**src/hdl/assert_macros.svh**
```systemverilog
// Assertion macros shared by the radix digit converter modules.
// Depends on nothing; each user supplies clk and arst_n in its own scope.
`ifndef ASSERT_MACROS_SVH
`define ASSERT_MACROS_SVH

// Checked at every clock edge outside of reset.
`define SIRD_ASSERT(lbl, prop, msg) \
	lbl: assert property (@(posedge clk) disable iff (!arst_n) (prop)) else $error(msg);

// Checked at every clock edge, reset included.
`define SIRD_ASSERT_ALWAYS(lbl, prop, msg) \
	lbl: assert property (@(posedge clk) (prop)) else $error(msg);

`endif

```
**src/hdl/sird_pkg.sv**
```systemverilog
// Shared types and constants of the signed integer to radix digit converter.
// Depends on nothing; the files that use it refer to it by scoped names.
package sird_pkg;

	localparam int MAX_RADIX_DEF    = 16;
	localparam int NUMBER_WIDTH_DEF = 32;

	localparam int SYM_W       = 8;
	localparam int NUM_SYMBOLS = 16;
	localparam int SYM_IDX_W   = 4;
	localparam int LEN_W       = 5;
	localparam int CFG_DATA_W  = 32;
	localparam int CFG_IDX_W   = 3;

	localparam logic [SYM_W-1:0] SYM_PLUS  = 8'h2B;
	localparam logic [SYM_W-1:0] SYM_MINUS = 8'h2D;

	// Configuration register indexes.
	localparam logic [CFG_IDX_W-1:0] REG_LENGTH    = 3'd0;
	localparam logic [CFG_IDX_W-1:0] REG_SYM_0_3   = 3'd1;
	localparam logic [CFG_IDX_W-1:0] REG_SYM_4_7   = 3'd2;
	localparam logic [CFG_IDX_W-1:0] REG_SYM_8_11  = 3'd3;
	localparam logic [CFG_IDX_W-1:0] REG_SYM_12_15 = 3'd4;

	typedef enum logic [2:0] {
		ST_IDLE,
		ST_START,
		ST_DIVIDE,
		ST_SIGN,
		ST_FETCH,
		ST_PRESENT
	} sird_state_t;

	typedef struct packed {
		logic start;
	} div_ctrl_t;

	typedef struct packed {
		logic busy;
		logic done;
	} div_stat_t;

endpackage

```
**src/hdl/sird_ram.sv**
```systemverilog
// Generic single-write, single-read RAM with a registered read port.
// Depends on nothing.
module sird_ram #(
	parameter int WIDTH = 4,
	parameter int DEPTH = 32
) (
	input  logic                     clk,
	input  logic                     we,
	input  logic [$clog2(DEPTH)-1:0] waddr,
	input  logic [WIDTH-1:0]         wdata,
	input  logic                     re,
	input  logic [$clog2(DEPTH)-1:0] raddr,
	output logic [WIDTH-1:0]         rdata
);

	logic [WIDTH-1:0] mem_q [DEPTH];
	logic [WIDTH-1:0] rdata_q;

	always_ff @(posedge clk) begin
		if (we) begin
			mem_q[waddr] <= wdata;
		end
		if (re) begin
			rdata_q <= mem_q[raddr];
		end
	end

	assign rdata = rdata_q;

endmodule

```
**src/hdl/sird_div.sv**
```systemverilog
// Restoring divider by a small radix, one quotient bit per cycle.
// Depends on sird_pkg and assert_macros.svh.
`include "assert_macros.svh"

module sird_div #(
	parameter int NUMBER_WIDTH = sird_pkg::NUMBER_WIDTH_DEF,
	parameter int MAX_RADIX    = sird_pkg::MAX_RADIX_DEF
) (
	input  logic                           clk,
	input  logic                           arst_n,
	input  sird_pkg::div_ctrl_t            ctrl,
	input  logic [NUMBER_WIDTH-1:0]        dividend,
	input  logic [$clog2(MAX_RADIX+1)-1:0] divisor,
	output sird_pkg::div_stat_t            stat,
	output logic [NUMBER_WIDTH-1:0]        quotient,
	output logic [$clog2(MAX_RADIX)-1:0]   remainder
);

	localparam int RAD_W   = $clog2(MAX_RADIX + 1);
	localparam int DIGIT_W = $clog2(MAX_RADIX);
	localparam int STEP_W  = $clog2(NUMBER_WIDTH);

	logic [NUMBER_WIDTH-1:0] dvd_q;
	logic [DIGIT_W-1:0]      rem_q;
	logic [RAD_W-1:0]        dsr_q;
	logic [STEP_W-1:0]       step_q;
	logic                    busy_q;
	logic                    done_q;

	logic [DIGIT_W:0]   trial;
	logic [DIGIT_W:0]   dsr_ext;
	logic [DIGIT_W:0]   diff;
	logic               ge;
	logic               last_step;

	assign trial     = {rem_q, dvd_q[NUMBER_WIDTH-1]};
	assign dsr_ext   = (DIGIT_W + 1)'(dsr_q);
	assign ge        = (trial >= dsr_ext);
	assign diff      = trial - dsr_ext;
	assign last_step = (step_q == STEP_W'(NUMBER_WIDTH - 1));

	always_ff @(posedge clk or negedge arst_n) begin
		if (!arst_n) begin
			busy_q <= 1'b0;
			done_q <= 1'b0;
			step_q <= '0;
		end else begin
			done_q <= 1'b0;
			if (ctrl.start) begin
				busy_q <= 1'b1;
				step_q <= '0;
			end else if (busy_q) begin
				step_q <= step_q + STEP_W'(1);
				if (last_step) begin
					busy_q <= 1'b0;
					done_q <= 1'b1;
				end
			end
		end
	end

	// Quotient bits shift into the dividend register as it empties.
	always_ff @(posedge clk) begin
		if (ctrl.start) begin
			dvd_q <= dividend;
			rem_q <= '0;
			dsr_q <= divisor;
		end else if (busy_q) begin
			dvd_q <= {dvd_q[NUMBER_WIDTH-2:0], ge};
			rem_q <= ge ? diff[DIGIT_W-1:0] : trial[DIGIT_W-1:0];
		end
	end

	assign stat.busy = busy_q;
	assign stat.done = done_q;
	assign quotient  = dvd_q;
	assign remainder = rem_q;

	`SIRD_ASSERT(a_no_restart, ctrl.start |-> !busy_q, "divider started while busy")
	`SIRD_ASSERT(a_done_pulse, done_q |=> !done_q, "divider done held for two cycles")

endmodule

```
**src/hdl/sird_alph.sv**
```systemverilog
// Alphabet configuration registers, alphabet validity check and symbol lookup.
// Depends on sird_pkg.
module sird_alph #(
	parameter int MAX_RADIX = sird_pkg::MAX_RADIX_DEF
) (
	input  logic                             clk,
	input  logic                             arst_n,
	input  logic                             cfg_we,
	input  logic [sird_pkg::CFG_IDX_W-1:0]   cfg_index,
	input  logic [sird_pkg::CFG_DATA_W-1:0]  cfg_data,
	input  logic [$clog2(MAX_RADIX)-1:0]     digit,
	output logic                             ok,
	output logic [$clog2(MAX_RADIX+1)-1:0]   radix,
	output logic [sird_pkg::SYM_W-1:0]       digit_symbol
);

	localparam int RAD_W = $clog2(MAX_RADIX + 1);

	logic [sird_pkg::LEN_W-1:0]                                len_q;
	logic [sird_pkg::NUM_SYMBOLS-1:0][sird_pkg::SYM_W-1:0]     sym_q;

	always_ff @(posedge clk or negedge arst_n) begin
		if (!arst_n) begin
			len_q <= '0;
			sym_q <= '0;
		end else if (cfg_we) begin
			case (cfg_index)
				sird_pkg::REG_LENGTH:    len_q        <= cfg_data[sird_pkg::LEN_W-1:0];
				sird_pkg::REG_SYM_0_3:   sym_q[3:0]   <= cfg_data;
				sird_pkg::REG_SYM_4_7:   sym_q[7:4]   <= cfg_data;
				sird_pkg::REG_SYM_8_11:  sym_q[11:8]  <= cfg_data;
				sird_pkg::REG_SYM_12_15: sym_q[15:12] <= cfg_data;
				default: ;
			endcase
		end
	end

	// Only the first len_q symbols count: none may be a sign and no two may match.
	always_comb begin
		ok = (len_q >= sird_pkg::LEN_W'(2)) && (len_q <= sird_pkg::LEN_W'(MAX_RADIX));
		for (int i = 0; i < sird_pkg::NUM_SYMBOLS; i++) begin
			if (sird_pkg::LEN_W'(i) < len_q) begin
				if (sym_q[i] == sird_pkg::SYM_PLUS || sym_q[i] == sird_pkg::SYM_MINUS) begin
					ok = 1'b0;
				end
				for (int j = i + 1; j < sird_pkg::NUM_SYMBOLS; j++) begin
					if (sird_pkg::LEN_W'(j) < len_q && sym_q[j] == sym_q[i]) begin
						ok = 1'b0;
					end
				end
			end
		end
	end

	assign radix        = len_q[RAD_W-1:0];
	assign digit_symbol = sym_q[sird_pkg::SYM_IDX_W'(digit)];

endmodule

```
**src/hdl/signed_integer_to_radix_digits.sv**
```systemverilog
// Signed integer to radix digits: for a negative number the first symbol offered is the sign; each
// digit costs one pass of the shared one-bit-per-cycle divider. A new number is taken only once the
// last symbol of the previous one is in the output register, and output stalls hold the sequencer;
// a number under an invalid alphabet yields no symbols. Reset (arst_n low, asynchronous) clears the
// sequencer, the valid flag of the output register and the configuration; the digit store is not
// cleared.
`include "assert_macros.svh"

module signed_integer_to_radix_digits #(
	parameter int MAX_RADIX    = sird_pkg::MAX_RADIX_DEF,
	parameter int NUMBER_WIDTH = sird_pkg::NUMBER_WIDTH_DEF
) (
	input  logic                            clk,
	input  logic                            arst_n,

	// Configuration write port.
	input  logic                            cfg_we,
	input  logic [sird_pkg::CFG_IDX_W-1:0]  cfg_index,
	input  logic [sird_pkg::CFG_DATA_W-1:0] cfg_data,

	// Input channel: one number per transaction.
	input  logic                            number_valid,
	output logic                            number_stall,
	input  logic signed [NUMBER_WIDTH-1:0]  number,

	// Output channel: one symbol per transaction.
	output logic                            symbol_valid,
	input  logic                            symbol_stall,
	output logic [sird_pkg::SYM_W-1:0]      symbol,
	output logic                            last
);

	localparam int RAD_W   = $clog2(MAX_RADIX + 1);
	localparam int DIGIT_W = $clog2(MAX_RADIX);
	localparam int CNT_W   = $clog2(NUMBER_WIDTH + 1);
	localparam int AW      = $clog2(NUMBER_WIDTH);

	// Sequencer state and the digit count of the number in flight.
	sird_pkg::sird_state_t state_q, state_d;
	logic [CNT_W-1:0]      cnt_q, cnt_d;
	logic                  neg_q, neg_d;

	// The number is held here while it is being converted.
	logic [NUMBER_WIDTH-1:0] num_q;

	// Output register: a finished symbol waits here until the transaction completes.
	logic                       out_valid_q;
	logic [sird_pkg::SYM_W-1:0] out_sym_q, out_sym_d;
	logic                       out_last_q, out_last_d;
	logic                       out_load;
	logic                       out_free;

	sird_pkg::div_ctrl_t     div_ctrl;
	sird_pkg::div_stat_t     div_stat;
	logic [NUMBER_WIDTH-1:0] div_dividend;
	logic [NUMBER_WIDTH-1:0] div_quotient;
	logic [DIGIT_W-1:0]      div_remainder;

	logic                    alph_ok;
	logic [RAD_W-1:0]        radix;
	logic [DIGIT_W-1:0]      rd_digit;
	logic [sird_pkg::SYM_W-1:0] digit_symbol;

	logic ram_we;
	logic ram_re;

	logic [NUMBER_WIDTH-1:0] magnitude;
	logic [CNT_W-1:0]        cnt_inc;
	logic [CNT_W-1:0]        cnt_dec;
	logic                    in_accept;

	assign in_accept    = number_valid && !number_stall;
	assign number_stall = (state_q != sird_pkg::ST_IDLE);
	assign out_free     = !out_valid_q || !symbol_stall;

	// The magnitude is taken as unsigned, so the most negative value converts correctly.
	assign magnitude = num_q[NUMBER_WIDTH-1] ? ({NUMBER_WIDTH{1'b0}} - num_q) : num_q;
	assign cnt_inc   = cnt_q + CNT_W'(1);
	assign cnt_dec   = cnt_q - CNT_W'(1);

	sird_alph #(
		.MAX_RADIX (MAX_RADIX)
	) u_alph (
		.clk          (clk),
		.arst_n       (arst_n),
		.cfg_we       (cfg_we),
		.cfg_index    (cfg_index),
		.cfg_data     (cfg_data),
		.digit        (rd_digit),
		.ok           (alph_ok),
		.radix        (radix),
		.digit_symbol (digit_symbol)
	);

	sird_div #(
		.NUMBER_WIDTH (NUMBER_WIDTH),
		.MAX_RADIX    (MAX_RADIX)
	) u_div (
		.clk       (clk),
		.arst_n    (arst_n),
		.ctrl      (div_ctrl),
		.dividend  (div_dividend),
		.divisor   (radix),
		.stat      (div_stat),
		.quotient  (div_quotient),
		.remainder (div_remainder)
	);

	// Digit store, least significant digit at address zero.
	sird_ram #(
		.WIDTH (DIGIT_W),
		.DEPTH (NUMBER_WIDTH)
	) u_digits (
		.clk   (clk),
		.we    (ram_we),
		.waddr (cnt_q[AW-1:0]),
		.wdata (div_remainder),
		.re    (ram_re),
		.raddr (cnt_dec[AW-1:0]),
		.rdata (rd_digit)
	);

	always_ff @(posedge clk or negedge arst_n) begin
		if (!arst_n) begin
			state_q     <= sird_pkg::ST_IDLE;
			cnt_q       <= '0;
			neg_q       <= 1'b0;
			out_valid_q <= 1'b0;
		end else begin
			state_q <= state_d;
			cnt_q   <= cnt_d;
			neg_q   <= neg_d;
			if (out_load) begin
				out_valid_q <= 1'b1;
			end else if (!symbol_stall) begin
				out_valid_q <= 1'b0;
			end
		end
	end

	always_ff @(posedge clk) begin
		if (in_accept) begin
			num_q <= number;
		end
		if (out_load) begin
			out_sym_q  <= out_sym_d;
			out_last_q <= out_last_d;
		end
	end

	// Sequencer. After a transaction the alphabet is checked; an invalid alphabet ends
	// the run with no symbols. Otherwise the divider peels off one digit per pass until
	// the quotient is zero, then the sign of a negative number and the stored digits are emitted from the
	// most significant end.
	always_comb begin
		state_d        = state_q;
		cnt_d          = cnt_q;
		neg_d          = neg_q;
		div_ctrl.start = 1'b0;
		div_dividend   = div_quotient;
		ram_we         = 1'b0;
		ram_re         = 1'b0;
		out_load       = 1'b0;
		out_sym_d      = digit_symbol;
		out_last_d     = 1'b0;
		case (state_q)
			sird_pkg::ST_IDLE: begin
				if (in_accept) begin
					state_d = sird_pkg::ST_START;
				end
			end
			sird_pkg::ST_START: begin
				cnt_d = '0;
				if (alph_ok) begin
					neg_d          = num_q[NUMBER_WIDTH-1];
					div_ctrl.start = 1'b1;
					div_dividend   = magnitude;
					state_d        = sird_pkg::ST_DIVIDE;
				end else begin
					state_d = sird_pkg::ST_IDLE;
				end
			end
			sird_pkg::ST_DIVIDE: begin
				if (div_stat.done) begin
					ram_we = 1'b1;
					cnt_d  = cnt_inc;
					if (div_quotient == '0 || cnt_inc == CNT_W'(NUMBER_WIDTH)) begin
						state_d = neg_q ? sird_pkg::ST_SIGN : sird_pkg::ST_FETCH;
					end else begin
						div_ctrl.start = 1'b1;
					end
				end
			end
			sird_pkg::ST_SIGN: begin
				if (out_free) begin
					out_load  = 1'b1;
					out_sym_d = sird_pkg::SYM_MINUS;
					state_d   = sird_pkg::ST_FETCH;
				end
			end
			sird_pkg::ST_FETCH: begin
				ram_re  = 1'b1;
				state_d = sird_pkg::ST_PRESENT;
			end
			sird_pkg::ST_PRESENT: begin
				if (out_free) begin
					out_load   = 1'b1;
					out_last_d = (cnt_q == CNT_W'(1));
					cnt_d      = cnt_dec;
					state_d    = (cnt_q == CNT_W'(1)) ? sird_pkg::ST_IDLE : sird_pkg::ST_FETCH;
				end
			end
			default: begin
				state_d = sird_pkg::ST_IDLE;
			end
		endcase
	end

	assign symbol_valid = out_valid_q;
	assign symbol       = out_sym_q;
	assign last         = out_last_q;

	`SIRD_ASSERT(a_cnt_bound, cnt_q <= CNT_W'(NUMBER_WIDTH), "digit count overflow")
	`SIRD_ASSERT(a_done_in_divide, div_stat.done |-> (state_q == sird_pkg::ST_DIVIDE), "stray divide")
	`SIRD_ASSERT(a_sign_not_last, (symbol_valid && symbol == sird_pkg::SYM_MINUS) |-> !last, "sign marked last")

endmodule

```
**config.mk**
```make
export PLATFORM = sky130hd
export DESIGN_NAME = signed_integer_to_radix_digits
export DESIGN_NICKNAME = d
export VERILOG_FILES = /design/src/hdl/sird_pkg.sv /design/src/hdl/sird_ram.sv /design/src/hdl/sird_div.sv /design/src/hdl/sird_alph.sv /design/src/hdl/signed_integer_to_radix_digits.sv
export VERILOG_INCLUDE_DIRS = /design/src /design/src/hdl
export SDC_FILE = /design/constraint.sdc
export NUM_CORES = 1
export LEC_CHECK = 0
export BUFFER_PORTS_ARGS = -buffer_cell sky130_fd_sc_hd__buf_2
export CAP_MARGIN = 20
export CORE_UTILIZATION = 54
export CTS_CLUSTER_SIZE = 12
export DETAILED_ROUTE_END_ITERATION = 8
export GPL_TIMING_DRIVEN = 0
export HOLD_SLACK_MARGIN = 0.15
export PLACE_DENSITY = 0.79
export SLEW_MARGIN = 20
export SYNTH_ARGS = -nofsm -noshare
export SYNTH_HDL_FRONTEND = slang
export SYNTH_SLANG_ARGS = --single-unit
export TNS_END_PERCENT = 30
```
**constraint.sdc**
```tcl
create_clock -name clk -period 3.8 [get_ports clk]
set_input_delay 0.38 -clock clk [delete_from_list [all_inputs] [get_ports clk]]
set_output_delay 0.38 -clock clk [all_outputs]
set_load 0.005 [all_outputs]
```
* Word level (Yosys, flattened, before mapping)
Memories as Yosys holds them, arrays and structs flattened. A register that Yosys moved wholly into a read port is not among the register bits. Index checks and enable logic that the tools add are counted.
Operators by class: $add $sub $neg 5, $lt $le $gt $ge 20, equal/unequal tests 172, muxes and demuxes 195, reductions and logical operators 160
Operators by type and width (count):
- $eq A8 B8 Y1 | 120
- $eq A8 B6 Y1 const B | 32
- $mux W1 | 170
- $mux W32 | 5
- $logic_and A1 B1 Y1 | 122
- $lt A4 B5 Y1 const A | 8
- $bmux W8 S4 | 1
- $logic_not A32 Y1 | 1
- $sub A1 B32 Y32 const A | 1
- $mux W8 | 3
- $mux W3 | 7
- $lt A3 B5 Y1 const A | 4
- $logic_or A1 B1 Y1 | 18
- $pmux W3 S6 | 1
- $pmux W6 S3 | 1
- $reduce_and A2 Y1 | 7
- $eq A3 B2 Y1 const B | 4
- $mux W6 | 2
- $lt A1 B5 Y1 const A | 2
- $lt A2 B5 Y1 const A | 2
- $mux W5 | 2
- $eq A3 B3 Y1 const B | 3
- $ne A2 B1 Y1 const B | 4
- $ne A2 B2 Y1 const B | 4
- 22 further kinds | 28
Storage, ports and cells: register bits after elaboration 233, memory bits (writable) 128, input bits 72, output and inout port bits 11, logic and storage cells 583, memories 1
Memory list:
- u_digits.mem_q | words 32, width 4, read ports 1, clocked after memory_dff 1, wr ports 1, RTL line sird_ram.sv:16 | logic [WIDTH-1:0] mem_q [DEPTH];

* Longest topological paths before layout
Gate-level depths: netlist of run 1.
depth in word-level cells 158, gate-level depth with buffers 12, gate-level depth less buffers 11

* Modules after synthesis
A second synthesis of run 1 with hierarchy kept.
Second synthesis, totals: cells, all modules 2768, area total of the unflattened synthesis 29408.2 um2
By module, submodules not included:
- sird_alph | times used 1, cells an instance 2047, area an instance 18694.2 um2, seq. area each 3328.2 um2
- sird_ram | times used 1, cells an instance 231, area an instance 5178.7 um2, seq. area each 3963.8 um2
- signed_integer_to_radix_digits | times used 1, cells an instance 342, area an instance 3306.9 um2, seq. area each 1506.4 um2
- sird_div | times used 1, cells an instance 148, area an instance 2228.4 um2, seq. area each 1366.3 um2

* Least setup slack after synthesis of run 1
No wires, ideal clock.
kind flip-flop to flip-flop, from register u_alph.len_q (netlist bit u_alph.radix[0]), to register u_div.dvd_q[0], in the netlist u_div.quotient[0], enable pin, setup time 0.391 ns, arrival 3.311 ns, data required time 3.409 ns, path slack 0.098 ns, cell stages (with the launch flop) 11, buffers on the path 1, clock period less this slack 3.702 ns, path through dfrtp_1 buf_2 or2_4 o31ai_4 nor3_1 or4_1 nor4_1 a31o_2 o2111ai_2 nor3_1 o21a_1
On the way: word-level cells in the longest chain between the ends 158, elaborated cells between the ends (all ways) 297, classes of those cells order compare (18); eq/ne (2); mux (154); reduce/logical (123)
RTL lines:
- from (decl) | RTL line sird_alph.sv:19 | logic [sird_pkg::LEN_W-1:0] len_q;
- from (signal assigned) | RTL line sird_alph.sv:28 | sird_pkg::REG_LENGTH: len_q <= cfg_data[sird_pkg::LEN_W-1:0];
- $ge A5 B2 Y1 or $le A5 B5 Y1 (tied branches) | RTL line sird_alph.sv:40 | ok = (len_q >= sird_pkg::LEN_W'(2)) && (len_q <= sird_pkg::LEN_W'(MAX_RADIX));
- $logic_and A1 B1 Y1 | RTL line sird_alph.sv:40
- $mux W1 | RTL line sird_alph.sv:43 | if (sym_q[i] == sird_pkg::SYM_PLUS || sym_q[i] == sird_pkg::SYM_MINUS) begin
- $mux W1 (15 in a row) | RTL line sird_alph.sv:47 | if (sird_pkg::LEN_W'(j) < len_q && sym_q[j] == sym_q[i]) begin
- $mux W1 | RTL line sird_alph.sv:42 | if (sird_pkg::LEN_W'(i) < len_q) begin
- $mux W1 | RTL line sird_alph.sv:43
- $mux W1 (14 in a row) | RTL line sird_alph.sv:47
- $mux W1 | RTL line sird_alph.sv:42
- [115 not listed]
- $mux W1 | RTL line sird_alph.sv:47
- $mux W1 | RTL line sird_alph.sv:42
- $mux W1 | RTL line sird_alph.sv:43
- $mux W1 * | RTL line sird_alph.sv:42
- $mux W1 | RTL line signed_integer_to_radix_digits.sv:174 | if (alph_ok) begin
- $pmux W1 S2 | RTL line signed_integer_to_radix_digits.sv:166 | case (state_q)
- $ne A2 B1 Y1 (no line) or $reduce_bool A2 Y1 (tied branches)
- $reduce_and A3 Y1 (no line) *
- to (signal assigned) | RTL line sird_div.sv:65 | dvd_q <= dividend;
- to (signal assigned) | RTL line sird_div.sv:69 | dvd_q <= {dvd_q[NUMBER_WIDTH-2:0], ge};
- to (decl) | RTL line sird_div.sv:23 | logic [NUMBER_WIDTH-1:0] dvd_q;
Mark *: on every way between the ends. The rest lies on a longest branch, timed or not. A chain may end at the register's enable or synchronous reset.

* Worst setup path in the final report of run 1
from register u_alph.sym_q[109] (netlist name), to register u_div.dvd_q[8], in the netlist u_div.quotient[8], data pin
On the way: word-level cells in the longest chain between the ends 144, elaborated cells between the ends (all ways) 175, classes of those cells eq/ne (17); mux (142); reduce/logical (16)
RTL lines:
- from (decl) | RTL line sird_alph.sv:20 | logic [sird_pkg::NUM_SYMBOLS-1:0][sird_pkg::SYM_W-1:0] sym_q;
- $eq A8 B8 Y1 | RTL line sird_alph.sv:47
- $logic_and A1 B1 Y1 | RTL line sird_alph.sv:47
- $mux W1 (3 in a row) | RTL line sird_alph.sv:47
- $mux W1 | RTL line sird_alph.sv:42
- $mux W1 | RTL line sird_alph.sv:43
- $mux W1 (14 in a row) | RTL line sird_alph.sv:47
- $mux W1 | RTL line sird_alph.sv:42
- $mux W1 | RTL line sird_alph.sv:43
- [113 not listed]
- $mux W1 | RTL line sird_alph.sv:43
- $mux W1 | RTL line sird_alph.sv:47
- $mux W1 * | RTL line sird_alph.sv:42
- $mux W1 | RTL line sird_alph.sv:43
- $mux W1 * | RTL line sird_alph.sv:42
- $mux W1 * | RTL line signed_integer_to_radix_digits.sv:174
- $pmux W1 S2 * | RTL line signed_integer_to_radix_digits.sv:166
- $mux W32 * | RTL line sird_div.sv:64 | if (ctrl.start) begin
Marked as above.

==> results.md, run 1 <==
- Dpl hpwl: 89000 um
- Power per cell area: between 700 and 800 nW/um^2
- RSZ-0062 raised after global routing: true
- Startpoint Class: flop
- Leakage power: 0.0112 uW
- Slowest stage cell on the critical path: dfrtp_2
- Core area: 51800 sq um
- Slew margin rel.: a little under a fifth
- TritonCTS clock tree: built
- GR Util met3: 20.8%
- Synth top area cells: xnor2_1 (25%), edfxtp_1 (22%), dfrtp_1 (13%)
- Final Critical Period: a little over 4 ns
- Final Skew: 0.0330 ns
- Max cap viols: 0
- IO Pins: 83
- R2R depth: 11
- Met1 usage: 64.1%
- Met2 usage: 65.7%
- Max VDD drop: 0.000618 V
- Seq cells post-synth: 365
- FMAX: 248 MHz
- Reg2reg end: u_div.quotient[8]$_DFFE_PP_
- Sequential area share after synthesis: 35.6%
- Failing checks: setup timing
- Outcome: finished with violations
- Min-delay src: symbol_stall
- Vias in the first global route: 23800
- R2R setup slack: -0.24 ns
- Post-layout util: 63.7%
- WS Path Type: reg -> reg
- WP data required: 4.13 ns
- Max clock buf depth: 3
- Ys Warns: 0
- Clk slew on worst S/H paths: ~0.060 ns
- Gr ovfl total: 0
- Die height: 232 um
- Drt pass-1 iters: 8
- Synthesized cell area: 28600 sq um
- Site Rows: 83
- DRT antenna net count: 0
- Largest net degree at the start of global routing: 90
- Layout fillers: 3988
- Post-synth top area share: around 25%
- CTS root buffer: clkbuf_16
- NumNets Final: 2964
- Final setup fails: 72
- Placer Congestion: between 1 and 1.5
- Async set-reset flop share out of synthesis: 41.4%
- Final hold slack: 0.163 ns
- HP Class: in -> reg
- Layout cells sized above 1: between 20 and 30%
- Final hold viol count: 0
- Slew at the pin with the worst max-slew slack: 1.23 ns
- IO Port Bufs: 82
- Insertion delay to the later sink of the worst-skew pair: 0.61 ns
- Synthesized instance count: 2672
- Setup crit end kind: flop
- Post-synth EDFFs: 210
- Final WS setup: -0.235 ns
- Crit share post-route: 106%
- Worst EP arrival: 4.37 ns
- Vias/cell: about 7
- Main synth FF type: edfxtp_1
- CP Cell Sequence: clkbuf_4, xor2_1, nor4_1, a31oi_2, nand4_1, o22ai_4, o2111ai_4, o31ai_4, buf_12, buf_4, mux2_2
- Vias: 25100
- Synthesis-to-finish area growth: 15.5%
- Tot GR Track Use: slightly below 50%
- Crit path max fanout: 10
- Final WL: 133000 um
- RR Startpoint: u_alph.sym_q[109]$_DFFE_PN0P_
- DIE AREA: 53800 sq um
- Syn_nets: 2757
- Die X: between 200 and 250 um
- Hold path endpoint: symbol_valid$_DFFE_PN0P_
- Mean routed wirelength per cell: ~37 um
- Netlist cell types: 66
- Inserted Clock Buffers: 42
- Slew Limit Fails: 0
- Antenna violations before repair: 6
- First-pass GRT wire length: about 180000 um
- Clk sink count: 365
- Iter 0 DRT Violations: 4141
- Largest stage delay on the critical path: ~0.71 ns
- H-Tree Depth: 2
- Syn Area/Cell: approximately 11 sq um
- Cell accounting for the most synthesized area: xnor2_1
- Initial Util: 55.2%
- Hold path cells: 3
- # DRC: 0
- GR peak layer: met2
worst max path at each step:
stage	startpoint	endpoint	slack, ns	depth (start not counted)
3_5_place_dp	u_alph.radix[2]$_DFFE_PN0P_	u_div.quotient[8]$_DFFE_PP_	-2.06	10
4_1_cts	u_alph.radix[4]$_DFFE_PN0P_	u_div.quotient[28]$_DFFE_PP_	-0.13	13
6_report	u_alph.sym_q[109]$_DFFE_PN0P_	u_div.quotient[8]$_DFFE_PP_	-0.24	11
2_1_floorplan	u_alph.radix[0]$_DFFE_PN0P_	u_div.quotient[0]$_DFFE_PP_	0.1	10
3_3_place_gp	u_alph.radix[2]$_DFFE_PN0P_	u_div.quotient[0]$_DFFE_PP_	-2.91	10
5_1_grt	u_alph.radix[1]$_DFFE_PN0P_	u_div.quotient[11]$_DFFE_PP_	-0.08	15
logic make-up after synthesis:
logic type / count (synthesis) / synth area share [%]
and+or+nand+nor: 548 / 10.8
xor gates and xnor gates: 1009 / 30.9
adders and majority gates: 13 / 0.595
DFF: 365 / 35.6
AOI/OAI and AO/OA: 146 / 3.65
buffers and inverters: 337 / 5.31
muxes: 254 / 13.1
Yosys cell counts, types with 3 or more instances:
cell and n:
or3_1 10, mux2_2 160, and3_1 3, or4_1 6, nor4_1 85, nand2b_1 6, a41oi_1 6, nor3_1 79
nand3_1 31, buf_6 3, o2111ai_1 3, mux2_1 6, o22ai_1 6, buf_1 76, nor2_1 64, nor4b_1 7
mux4_2 80, xor2_1 200, a21oi_1 14, a21boi_0 3, o21ai_0 27, a31oi_1 33, nand4_1 187, xnor2_1 809
o41ai_1 6, dfrtp_1 151, a21o_1 4, edfxtp_1 210, dfxtp_1 4, a211oi_1 4, o31ai_1 15, clkbuf_1 52
mux2i_1 8, nand2_1 38, or2_2 5, inv_1 22, nor2b_1 8, ha_1 12, buf_2 184, and2_1 3
nand4b_1 8
placed cells by master (no fill, tap or decap), types with 27 or more instances in the layout:
cell           count
xnor2_1          808
buf_2            222
edfxtp_1         210
xor2_1           200
nand4_1          187
dfrtp_1          142
mux2_2           138
nor4_1            81
mux4_2            80
nor3_1            74
clkbuf_4          74
nor2_1            62
dlygate4sd3_1     53
clkbuf_16         45
clkbuf_1          42
buf_4             39
nand2_1           37
nand3_1           31
a31oi_1           28
mux2_4            28
o21ai_0           27
flip-flops by register name, summed over array words and instances, names as in the netlist, 3 cells and up:
register / count
u_digits.mem_q: 128
u_div.dsr_ext: 5
u_alph.sym_q: 128
symbol: 8
num_q: 32
u_div.step_q: 5
u_alph.radix: 5
u_digits.rdata: 4
u_div.quotient: 32
u_div.remainder: 4
state_q: 3
cnt_q: 6
report_power, final:
group	total [uW]	internal [uW]	switching (uW)	leakage, uW
Clock	4020	2230	1790	0.000644
Sequential	6090	5330	762	0.00380
Combinational	14600	6020	8610	0.00678
worst max-delay path, delay by kind of cell, from the launching register on:
kind                   cells  cell delay (ns)
AO/OA/AOI/OAI              4             1.25
flip-flops                 1             0.71
buffers and inverters      3             0.83
XOR/XNOR                   1             0.18
multiplexers               1             0.34
AND/OR/NAND/NOR            2             0.43
metrics by stage:
step	power [uW]	setup TNS (ns)	instance area (sq um)	setup WS [ns]	cells
floorplan	15000	0	28600	0.0981	2672
global placement	18700	-217.74	29800	-2.91	3434
detailed placement	19100	-164.12	30000	-2.06	3439
CTS	23400	-3.82	32400	-0.126	3579
global route	25300	-1.98	33000	-0.0847	3592
finish	24700	-10.53	33000	-0.235	3596
layout make-up:
class / count / area [sq um] / area share [%]
inverter: 22 / 82.6 / 0.250
multi-input combinational: 1971 / 17300 / 52.5
timing repair buffer: 171 / 1400 / 4.23
buffer: 306 / 1820 / 5.51
antenna: 5 / 12.5 / 0.0379
tap: 680 / 851 / 2.58
clock buffer: 59 / 1160 / 3.53
clock inverter: 17 / 161 / 0.489
sequential: 365 / 10200 / 30.9
repair_timing:
action / 4_1_cts / 5_1_grt
hold buffers: 53 / 0
gates resized for setup: 151 / 264
hold endpoints to repair: 158 / 0
cloned: 1 / 3
buffers inserted: 16 / 12
pin swaps: 6 / 20
endpoints found under the setup margin: 86 / 84
routing by layer:
layer / up-vias / wire, um
met5: - / 73
met4: 4 / 9510
met3: 572 / 21700
met2: 2359 / 51900
met1: 12300 / 49300
li1: 9846 / -
Note: power is estimated with default switching activity, not from simulation.
==> inputs of run 2 (changes only) <==
--- a/config.mk
+++ b/config.mk
@@ -8,14 +8,15 @@
 export LEC_CHECK = 0
 export BUFFER_PORTS_ARGS = -buffer_cell sky130_fd_sc_hd__buf_2
 export CAP_MARGIN = 20
-export CORE_UTILIZATION = 54
+export CORE_UTILIZATION = 58
 export CTS_CLUSTER_SIZE = 12
 export DETAILED_ROUTE_END_ITERATION = 8
 export GPL_TIMING_DRIVEN = 0
 export HOLD_SLACK_MARGIN = 0.15
-export PLACE_DENSITY = 0.79
+export PLACE_DENSITY = 0.84
 export SLEW_MARGIN = 20
 export SYNTH_ARGS = -nofsm -noshare
 export SYNTH_HDL_FRONTEND = slang
+export SYNTH_HIERARCHICAL = 1
 export SYNTH_SLANG_ARGS = --single-unit
-export TNS_END_PERCENT = 30
+export TNS_END_PERCENT = 1
==> results.md, run 2 <==
- Setup crit end kind: flop (unchanged)
- Clk slew on worst S/H paths: 0.07 ns (was 0.06 ns)
- Post-DP Area: 30700 sq um (was 30000 sq um)
- CTS root buffer: clkbuf_16 (unchanged)
- Vias in the first global route: 26000 (was 23800)
- Initial Util: 58.7% (was 55.2%)
- IO Pins: 83 (unchanged)
- Syn Area/Cell: 10.6 sq um (was 10.7 sq um)
- Power per cell area: 595 nW/um^2 (was 750 nW/um^2)
- Crit path max fanout: 10 (unchanged)
- Slew Limit Fails: 0 (unchanged)
- Synthesis-to-finish area growth: 17.3% (was 15.5%)
- Mean routed wirelength per cell: 39.4 um (was 36.9 um)
- NumNets Final: 3094 (was 2964)
- Outcome: finished with violations (unchanged)
- Max cap viols: 0 (unchanged)
- Layout fillers: 3637 (was 3988)
- Iter 0 DRT Violations: 5095 (was 4141)
- Worst EP arrival: 4.96 ns (was 4.37 ns)
- Max clock buf depth: 3 (unchanged)
- Placed Cells: 3522 (was 3439)
- DRT antenna net count: 0 (unchanged)
- Overall Power: 20500 uW (was 24700 uW)
- Die X: 227 um (was 232 um)
- Clk sink count: 365 (unchanged)
- Final WL: 146000 um (was 133000 um)
- IO Port Bufs: 82 (unchanged)
- H-Tree Depth: 2 (unchanged)
- Dpl hpwl: 93400 um (was 89000 um)
- Layout cells sized above 1: 26.7% (was 25.7%)
- Commonest non-fill, non-tap cell in the layout: xnor2_1 (unchanged)
- Tot GR Track Use: 56.1% (was 48.6%)
- Site Rows: 82 (was 83)
- RSZ-0062 raised after global routing: true (unchanged)
- Die height: 227 um (was 232 um)
- WP data required: 4.15 ns (was 4.13 ns)
- Core area: 50100 sq um (was 51800 sq um)
- Crit share post-route: 121% (was 106%)
- Final hold slack: 0.154 ns (was 0.163 ns)
- Most frequent cells in the layout: xnor2_1 (675), xor2_1 (335), edfxtp_1 (210), buf_2 (201), nand4_1 (167) (was xnor2_1 (808), buf_2 (222), edfxtp_1 (210), xor2_1 (200), nand4_1 (187))
- FMAX: 217 MHz (was 248 MHz)
- Final Skew: 0.0255 ns (was 0.0330 ns)
- Slew at the pin with the worst max-slew slack: 1.22 ns (was 1.23 ns)
- Antenna violations before repair: 6 (unchanged)
- DIE AREA: 51600 sq um (was 53800 sq um)
- Finished Layout Cells: 3718 (was 3596)
- Placer Congestion: 1.17 (was 1.11)
- # DRC: 0 (unchanged)
- Slew margin rel.: 18.3% (was 18.2%)
- Vias: 27600 (was 25100)
- WS Path Type: reg -> reg (unchanged)
- Leakage power: 0.0122 uW (was 0.0112 uW)
- Post-route cell area: 34500 sq um (was 33000 sq um)
- Startpoint Class: flop (unchanged)
- TritonCTS clock tree: built (unchanged)
- Gr ovfl total: 0 (unchanged)
- Syn_nets: 2851 (was 2757)
- Largest net degree at the start of global routing: 78 (was 90)
- Inserted Clock Buffers: 42 (unchanged)
- Biggest regs: u_alph/sym_q x128, u_digits/mem_q x128 (was u_alph.sym_q x128, u_digits.mem_q x128)
- Final setup fails: 86 (was 72)
- Final hold viol count: 0 (unchanged)
- Vias/cell: 7.41 (was 6.98)
- Max VDD drop: 0.000494 V (was 0.000618 V)
- First-pass GRT wire length: 198000 um (was 181000 um)
- Ys Warns: 6 (was 0)
- Insertion delay to the later sink of the worst-skew pair: 0.61 ns (about the same)
- Final Critical Period: 4.61 ns (was 4.04 ns)
- Synthesized instance count: 2767 (was 2672)
- Synthesized cell area: 29400 sq um (was 28600 sq um)
- Final WS setup: -0.810 ns (was -0.235 ns)
- HP Class: in -> reg (unchanged)
- Drt pass-1 iters: 9 (was 8)
- Failing checks: setup timing (unchanged)
==> run 2: final cells by class <==
type	count	area, sq um	area share (%)
multi-input cells	2056	18100	52.4
flip-flops and latches	365	10200	29.5
plain buffers	327	2260	6.56
repair buffers	197	1660	4.81
clock buffers	63	1190	3.45
well taps	672	841	2.44
clock inverters	13	206	0.598
inverters	21	78.8	0.228
diodes	4	10.0	0.0290
==> run 2: final timing paths <==
check / start / cells after the start / end / slack (ns)
setup / recovery: u_alph/radix[4]$_DFFE_PN0P_ / 18 / u_div/quotient[18]$_DFFE_PP_ / -0.81
hold / removal: cfg_data[16] / 2 / u_alph/sym_q[16]$_DFFE_PN0P_ / 0.15
setup reg to reg: u_alph/radix[4]$_DFFE_PN0P_ / 18 / u_div/quotient[18]$_DFFE_PP_ / -0.81
hold reg to reg: cnt_q[5]$_DFFE_PN0P_ / 1 / cnt_q[5]$_DFFE_PN0P_ / 0.54
max in group asynchronous: arst_n / 3 / u_alph/sym_q[94]$_DFFE_PN0P_ / 2.47
min in group asynchronous: arst_n / 2 / u_alph/sym_q[106]$_DFFE_PN0P_ / 0.37
==> run 2: critical path, cell delays in order (launching register included) <==
cell	delay [ns]
dfrtp_2	0.48
buf_6	0.16
buf_4	0.13
a31oi_4	0.23
buf_4	0.18
buf_8	0.22
nor3_2	0.14
a31oi_1	0.24
o211ai_1	0.22
nor4_4	0.31
o21ai_0	0.21
nor4_4	0.38
nand3b_1	0.32
clkbuf_8	0.25
buf_8	0.12
o21ai_4	0.09
buf_12	0.18
buf_8	0.13
mux2_4	0.31
==> run 2: per-layer routing <==
layer	GRT usage, %	part of all wire [%]
met3	34.1	19
met5	2.85	0.41
met2	73.2	38
met1	67.7	34
met4	37.5	8.6
==> run 2: what timing repair did <==
item                                   in CTS  in global routing
gates resized for setup                   151                205
cloned                                      3                  4
pin swaps                                  16                 33
buffers inserted                           25                 31
endpoints found under the hold margin     177                  0
setup endpoints to repair                  82                 86
hold buffers                               55                  0
==> run 2: per-stage QoR <==
step                setup slack [ns]  setup TNS [ns]  util [%]
detailed placement             -2.69         -198.97      61.4
global placement               -2.78         -221.11      61.3
floorplan                    0.00625               0         -
finish                        -0.810          -59.20      68.9
CTS                           -0.569          -36.53      66.8
global route                  -0.712          -51.54      68.9
==> run 2: power by group <==
group	leakage [uW]	internal, uW	switching, uW
sequential	0.00369	4480	108
combinational	0.00788	4250	7490
clock	0.000672	2390	1820
